<file path="src/sv/bwt_pkg.sv">
// Shared types and constants for the burst window trigger.
// Holds the history depth, field widths, register codes and reset values.
// No dependencies.
package bwt_pkg;

  localparam int HIST_DEPTH = 16;
  localparam int HIST_IDX_W = $clog2(HIST_DEPTH);
  localparam int HIST_CNT_W = $clog2(HIST_DEPTH + 1);

  localparam int TIME_W = 63;
  localparam int WIN_W  = 40;
  localparam int THR_W  = 5;

  localparam int CFG_DATA_W = 64;
  localparam int CFG_ADDR_W = 5;
  localparam int CFG_SEL_LSB = 3;
  localparam int CFG_SEL_W   = 2;

  typedef logic [TIME_W-1:0] time_ns_t;
  typedef logic [WIN_W-1:0]  window_t;
  typedef logic [THR_W-1:0]  thresh_t;

  typedef enum logic [CFG_SEL_W-1:0] {
    REG_WINDOW    = 2'd0,
    REG_THRESHOLD = 2'd1,
    REG_START     = 2'd2
  } cfg_reg_t;

  localparam window_t  WINDOW_RESET = 40'd10000000000;
  localparam thresh_t  THRESH_RESET = 5'd2;
  localparam time_ns_t START_RESET  = '0;

endpackage

</file>
<file path="src/sv/burst_window_trigger_unit.sv">
// Burst window trigger: top level with ring history, trigger logic and register port.
// Depends on bwt_pkg.
//
// The block takes one event timestamp (nanoseconds, time ordered) per request and
// raises an alert request carrying that timestamp when the event is later than the
// current time, at least count_threshold earlier events are held, and the span back
// to the event count_threshold places earlier is strictly below window_ns. Events
// that are not later than the current time are only recorded as history. One event
// is accepted every clock cycle; only an event that raises an alert while an earlier
// alert is still stalled on the output has to wait. An accepted event is held in the event
// register and evaluated there; if it raises an alert, it moves into the alert register
// that drives out_valid, and a stalled earlier alert can hold it in the event register.
// The evaluation stage is a single read of the 16-entry history ring, one 63-bit
// subtract and the 63-bit compares against the window and the current time, all
// between the event register and the alert register. The ring, its write
// pointer and fill count are updated in the same cycle an event is evaluated, so a
// following event sees them at once. Registers sit on the 64-bit APB-style port at
// byte offsets 0 (window_ns), 8 (count_threshold) and 16 (start_time_ns); writing
// start_time_ns also loads the current time and must only be done while idle.
module burst_window_trigger_unit (
  input  logic                             clk,
  input  logic                             rst_n,
  // Event input channel.
  input  logic                             in_valid,
  output logic                             in_stall,
  input  bwt_pkg::time_ns_t                in_event_time,
  // Alert output channel.
  output logic                             out_valid,
  input  logic                             out_stall,
  output bwt_pkg::time_ns_t                out_alert_time,
  // Register port.
  input  logic                             psel,
  input  logic                             penable,
  input  logic                             pwrite,
  input  logic [bwt_pkg::CFG_ADDR_W-1:0]   paddr,
  input  logic [bwt_pkg::CFG_DATA_W-1:0]   pwdata,
  output logic [bwt_pkg::CFG_DATA_W-1:0]   prdata,
  output logic                             pready
);
  import bwt_pkg::*;

  localparam int CMP_W = (THR_W > HIST_CNT_W) ? THR_W : HIST_CNT_W;
  localparam int IDX_EXT_W = ((HIST_IDX_W > THR_W) ? HIST_IDX_W : THR_W) + 2;

  // Configuration registers.
  window_t  window_r;
  thresh_t  thresh_r;
  time_ns_t start_r;

  // Trigger state.
  time_ns_t                ring_r [HIST_DEPTH];
  logic [HIST_IDX_W-1:0]   wp_r;
  logic [HIST_IDX_W-1:0]   wp_nxt;
  logic [HIST_CNT_W-1:0]   cnt_r;
  logic [HIST_CNT_W-1:0]   cnt_nxt;
  time_ns_t                cur_r;

  // Event stage and alert stage.
  logic     ev_valid_r;
  time_ns_t ev_time_r;
  logic     out_valid_r;
  time_ns_t out_time_r;

  // Evaluation logic.
  cfg_reg_t              cfg_sel;
  logic                  cfg_wr;
  logic                  is_later;
  logic                  enough_hist;
  logic [IDX_EXT_W-1:0]  idx_ext;
  logic [HIST_IDX_W-1:0] rd_idx;
  time_ns_t              older;
  time_ns_t              span;
  logic                  alert;
  logic                  process;

  assign pready  = 1'b1;
  assign cfg_sel = cfg_reg_t'(paddr[CFG_SEL_LSB +: CFG_SEL_W]);
  assign cfg_wr  = psel && penable && pwrite && pready;

  always_comb begin
    unique case (cfg_sel)
      REG_WINDOW:    prdata = CFG_DATA_W'(window_r);
      REG_THRESHOLD: prdata = CFG_DATA_W'(thresh_r);
      REG_START:     prdata = CFG_DATA_W'(start_r);
      default:       prdata = '0;
    endcase
  end

  // The entry count_threshold places behind the write pointer. It is only used
  // when the fill count shows that entry was written, so the threshold is then
  // at most the depth and one conditional add of the depth covers the wrap.
  always_comb begin
    if (IDX_EXT_W'(wp_r) >= IDX_EXT_W'(thresh_r)) begin
      idx_ext = IDX_EXT_W'(wp_r) - IDX_EXT_W'(thresh_r);
    end else begin
      idx_ext = IDX_EXT_W'(wp_r) + IDX_EXT_W'(HIST_DEPTH) - IDX_EXT_W'(thresh_r);
    end
  end
  assign rd_idx = idx_ext[HIST_IDX_W-1:0];

  // A threshold of zero compares the event with itself, giving a span of zero.
  assign older       = (thresh_r == '0) ? ev_time_r : ring_r[rd_idx];
  assign span        = ev_time_r - older;
  assign is_later    = ev_time_r > cur_r;
  assign enough_hist = CMP_W'(thresh_r) <= CMP_W'(cnt_r);

  // An older entry later than the new event only follows out-of-order input; the
  // span is then negative and below any window.
  assign alert = is_later && enough_hist &&
                 ((older > ev_time_r) || (span < TIME_W'(window_r)));

  // An event without an alert never waits for the output side.
  assign process  = ev_valid_r && (!out_valid_r || !out_stall || !alert);
  assign in_stall = ev_valid_r && !process;

  assign out_valid      = out_valid_r;
  assign out_alert_time = out_time_r;

  always_comb begin
    if (wp_r == HIST_IDX_W'(HIST_DEPTH - 1)) begin
      wp_nxt = '0;
    end else begin
      wp_nxt = wp_r + 1'b1;
    end
    if (cnt_r == HIST_CNT_W'(HIST_DEPTH)) begin
      cnt_nxt = cnt_r;
    end else begin
      cnt_nxt = cnt_r + 1'b1;
    end
  end

  // Control state and configuration.
  always_ff @(posedge clk) begin
    if (!rst_n) begin
      window_r    <= WINDOW_RESET;
      thresh_r    <= THRESH_RESET;
      start_r     <= START_RESET;
      cur_r       <= START_RESET;
      wp_r        <= '0;
      cnt_r       <= '0;
      ev_valid_r  <= 1'b0;
      out_valid_r <= 1'b0;
    end else begin
      if (in_valid && !in_stall) begin
        ev_valid_r <= 1'b1;
      end else if (process) begin
        ev_valid_r <= 1'b0;
      end

      if (process && alert) begin
        out_valid_r <= 1'b1;
      end else if (!out_stall) begin
        out_valid_r <= 1'b0;
      end

      if (process) begin
        wp_r  <= wp_nxt;
        cnt_r <= cnt_nxt;
        if (is_later) begin
          cur_r <= ev_time_r;
        end
      end

      if (cfg_wr) begin
        unique case (cfg_sel)
          REG_WINDOW:    window_r <= pwdata[WIN_W-1:0];
          REG_THRESHOLD: thresh_r <= pwdata[THR_W-1:0];
          REG_START: begin
            start_r <= pwdata[TIME_W-1:0];
            cur_r   <= pwdata[TIME_W-1:0];
          end
          default: ;
        endcase
      end
    end
  end

  // Payload registers and the history ring carry no reset.
  always_ff @(posedge clk) begin
    if (in_valid && !in_stall) begin
      ev_time_r <= in_event_time;
    end
    if (process) begin
      ring_r[wp_r] <= ev_time_r;
    end
    if (process && alert) begin
      out_time_r <= ev_time_r;
    end
  end

endmodule

</file>
<file path="config.mk">
export PLATFORM = sky130hd
export DESIGN_NAME = burst_window_trigger_unit
export DESIGN_NICKNAME = d
export VERILOG_FILES = /design/src/sv/bwt_pkg.sv /design/src/sv/burst_window_trigger_unit.sv
export SDC_FILE = /design/constraint.sdc
export NUM_CORES = 2
export LEC_CHECK = 0
export ABC_AREA = 1
export BUFFER_PORTS_ARGS = -buffer_cell sky130_fd_sc_hd__buf_2
export CAP_MARGIN = 20
export CORE_AREA = 4 4 298 520
export DETAILED_ROUTE_END_ITERATION = 12
export DIE_AREA = 0 0 302 524
export GPL_TIMING_DRIVEN = 0
export PLACE_DENSITY = 0.6
export SYNTH_ARGS = -nofsm -noshare
export SYNTH_HDL_FRONTEND = slang
export SYNTH_SLANG_ARGS = --single-unit
</file>
<file path="constraint.sdc">
create_clock -name clk -period 11.9 [get_ports clk]
set_input_delay 1.785 -clock clk [delete_from_list [all_inputs] [get_ports clk]]
set_output_delay 1.785 -clock clk [all_outputs]
set_load 0.02 [all_outputs]
</file>
==> impl_metrics.py <==
metrics = {
    "run_status": {
        "status": "finished, final reports clean",
    },
    "clocking": {
        "path_clk_slew_ns": 0.06,
        "htreeDepth": 3,
        "clock-sinks": 1316,
        "cts_tree": "done",
        "root_buffer": "clkbuf_16",
        "cts_hold_buf": 0,
        "clock_latency_ns": 0.80,
        "cts_buffers": 119,
        "cts_buffer_depth": 3,
    },
    "worst_setup_path": {
        "end_kind": "primary output",
        "crit_arrival_ns": 9.59,
        "crit_family": "buffers and inverters",
        "critPathMaxStageDelay_ns": 0.92,
        "critical_path_class": "flip-flop to primary output",
        "cp_max_fo": 11,
        "critical_path_required_ns": 10.12,
        "critPathBufInv": 10,
        "r2r_slack_ns": 0.89,
        "timing.critical_path.mode_cell": "nand2_1",
        "slowest_stage": "clkdlybuf4s15_1",
        "start_kind": "flip-flop",
    },
    "finish": {
        "post-route-util": 0.458,
        "fin_nets": 6732,
        "drive_above_1_share": 0.0861,
        "layout_common_cells": "nand2_1 (1392), edfxtp_1 (1134), o21ai_0 (611), nor2_1 (601), inv_1 (451)",
        "fin_cells": 8522,
        "num-fill-cells": 14300,
        "layout_commonest_cell": "nand2_1",
        "area_growth_pct": 15.2,
        "stdcell_area_um2": 69200,
    },
    "routing": {
        "avgRoutedWirePerCell_um": 24.0,
        "finalWirelength_um": 205000,
        "vias": 46100,
        "route.detailed.drc": 0,
        "drtPass1Iterations": 6,
        "drt_iter0_markers": 3877,
        "antenna_left": 0,
        "via_per_inst": 5.41,
    },
    "global_route": {
        "grt_pass1_vias": 45700,
        "grt_pass1_wl_um": 293000,
        "grt_overflow_total": 0,
        "antenna_found_initial": 5,
        "grt_max_degree": 44,
        "grt.total_usage": 0.252,
    },
    "pwr": {
        "pwr-share-clk": 0.344,
        "powerDensity_nw_per_um2": 165,
        "p_leak_nw": 25.6,
        "combPwrFrac": 0.203,
        "p_sw_mw": 3.51,
        "p_sw_frac": 0.308,
        "power_frac_seq": 0.453,
        "intPower_mw": 7.90,
        "ir_drop_v": 0.000138,
    },
    "synth": {
        "synth-seq-area-share": 0.628,
        "syn-cell-area_um2": 60000,
        "async_flop_share": 0,
        "syn_inst": 5971,
        "synth.yosys.warnings": 0,
        "synth_flop_cell": "edfxtp_1",
        "synth_seq_cells": 1316,
        "synth.distinct_cells": 48,
        "synth_edf_count": 1134,
        "synth_nets": 6291,
        "postSynthAreaPerCell_um2": 10.1,
    },
    "placement": {
        "post-place-ws_ns": 0.796,
        "gp_congestion": 0.993,
        "port_buffers": 262,
        "dp_cells": 8295,
        "placed_cell_area_um2": 65100,
        "dp_hpwl_um": 153000,
    },
    "floorplan": {
        "die_width_um": 302,
        "dieArea_um2": 158000,
        "io_pins": 269,
        "row_count": 189,
        "coreArea_um2": 151000,
        "die_h_um": 524,
        "start_util": 0.398,
    },
    "job": {
        "drv_cap": 0,
    },
    "sta": {
        "fin_crit_ns": 11.38,
        "slew_violations": 0,
        "max_freq_mhz": 87.9,
        "hold_viol": 0,
        "finalSetupTns_ns": 0,
        "tightest_slew_ns": 1.22,
        "finalCritPeriodShare": 0.956,
        "rsz0062_at_grt": "no",
        "slew_headroom": 0.176,
        "fin_ws_ns": 0.525,
        "setup_viol": 0,
        "fin_skew_ns": 0.0636,
    },
    "min_path": {
        "hold_class": "flip-flop to flip-flop",
    },
}
-- worst register-to-register path: cells and delay by family, from the launching register on --
family / cells / cell delay (ns)
simple gates: 21 / 3.65
buf+inv: 11 / 3.98
xor+xnor: 1 / 0.23
flops: 1 / 0.41
fa+ha+maj: 4 / 1.30
compound gates: 3 / 1.04
-- cells in the mapped netlist, types with 2 or more instances --
| cell type | n | area (um2) |
|---|---|---|
| o21a_1 | 3 | 22.5 |
| xor2_1 | 30 | 263 |
| conb_1 | 2 | 7.51 |
| o31ai_1 | 2 | 15.0 |
| o22ai_1 | 168 | 1050 |
| nand3_2 | 2 | 20.0 |
| nor4_1 | 3 | 18.8 |
| buf_1 | 20 | 75.1 |
| a21o_1 | 2 | 15.0 |
| fa_1 | 2 | 40.0 |
| nand2_1 | 1392 | 5230 |
| nand3_1 | 224 | 1120 |
| a31oi_1 | 10 | 62.6 |
| inv_2 | 16 | 60.1 |
| o21bai_1 | 8 | 60.1 |
| and2_1 | 2 | 12.5 |
| dfxtp_1 | 182 | 3640 |
| and3_1 | 3 | 18.8 |
| buf_2 | 12 | 60.1 |
| edfxtp_1 | 1134 | 34100 |
| o21ai_0 | 611 | 3060 |
| buf_6 | 3 | 33.8 |
| o221ai_1 | 116 | 1020 |
| nor3b_1 | 2 | 15.0 |
| buf_4 | 2 | 15.0 |
| nand4_1 | 28 | 175 |
| ha_1 | 179 | 2240 |
| inv_1 | 453 | 1700 |
| a21oi_1 | 374 | 1870 |
| xnor2_1 | 14 | 123 |
| a221oi_1 | 15 | 131 |
| nand3b_1 | 8 | 60.1 |
| nor3_1 | 16 | 80.1 |
| nor2_2 | 8 | 50.1 |
| nor2_1 | 617 | 2320 |
| o211ai_1 | 18 | 135 |
| clkbuf_1 | 279 | 1050 |
-- path summary, 6_finish.rpt --
check	startpoint	endpoint	cells past startpoint
setup / recovery	wp_r[0]$_SDFFE_PN0N_	in_stall	36
hold / removal	start_r[29]$_SDFFE_PN0P_	start_r[29]$_SDFFE_PN0P_	2
setup reg to reg	wp_r[0]$_SDFFE_PN0N_	ring_r[13][32]$_DFFE_PP_	40
hold reg to reg	start_r[29]$_SDFFE_PN0P_	start_r[29]$_SDFFE_PN0P_	2
-- repair_timing --
| action | CTS | global route |
|---|---|---|
| endpoints found under the setup margin | 0 | 1 |
| gates resized for setup | 0 | 2 |
| setup buffers | 0 | 0 |
-- flip-flops by register name, summed over array words and instances (netlist names) --
signal	flops
ring_r	1008
cur_r	63
ev_time_r	63
out_alert_time	63
start_r	63
window_r	40
cnt_r	5
thresh_r	5
wp_r	4
ev_valid_r	1
out_valid	1
-- through the flow --
| step | hold slack, ns | power (mW) |
|---|---|---|
| 3_5_place_dp | 0.454 | 7.55 |
| 6_report | 0.463 | 11.4 |
| 3_3_place_gp | 0.448 | 7.49 |
| 5_1_grt | 0.479 | 11.9 |
| 4_1_cts | 0.463 | 11.4 |
| 2_1_floorplan | 0.441 | 6.65 |
-- logic make-up after synthesis --
group	after synthesis	share of synthesized area
AO/OA/AOI/OAI	1332	0.125
XOR/XNOR	44	0.00642
adder cells (fa/ha/maj)	181	0.0380
buffers and inverters	785	0.0498
flip-flops	1316	0.628
other	2	0.000125
AND/OR/NAND/NOR	2311	0.153
-- power groups by stage --
stage / clock network [mW] / registers [mW] / logic [mW]
2_1_floorplan: 0 / 5.22 / 1.43
3_3_place_gp: 0 / 5.28 / 2.21
3_5_place_dp: 0 / 5.28 / 2.27
4_1_cts: 3.99 / 5.18 / 2.28
5_1_grt: 4.16 / 5.18 / 2.53
6_report: 3.92 / 5.18 / 2.32
-- metal layers --
layer  routed length [um]  track usage  up-vias
li1                     -            -    21700
met1                71700        0.268    22100
met2               106000        0.464     1831
met3                11300       0.0300      532
met4                15800        0.171        0
met5                    0            0        -
-- layout make-up --
cell class	instances	area, um2	area share
Sequential cell	1316	37700	0.545
Buffer	315	1230	0.0178
Clock buffer	147	3140	0.0454
Multi-Input combinational cell	3870	19500	0.281
Tap cell	2005	2510	0.0363
Clock inverter	74	803	0.0116
Inverter	469	1770	0.0255
Antenna cell	5	12.5	0.000181
Timing Repair Buffer	321	2530	0.0366
No activity file was read; power rests on OpenSTA's default activity.
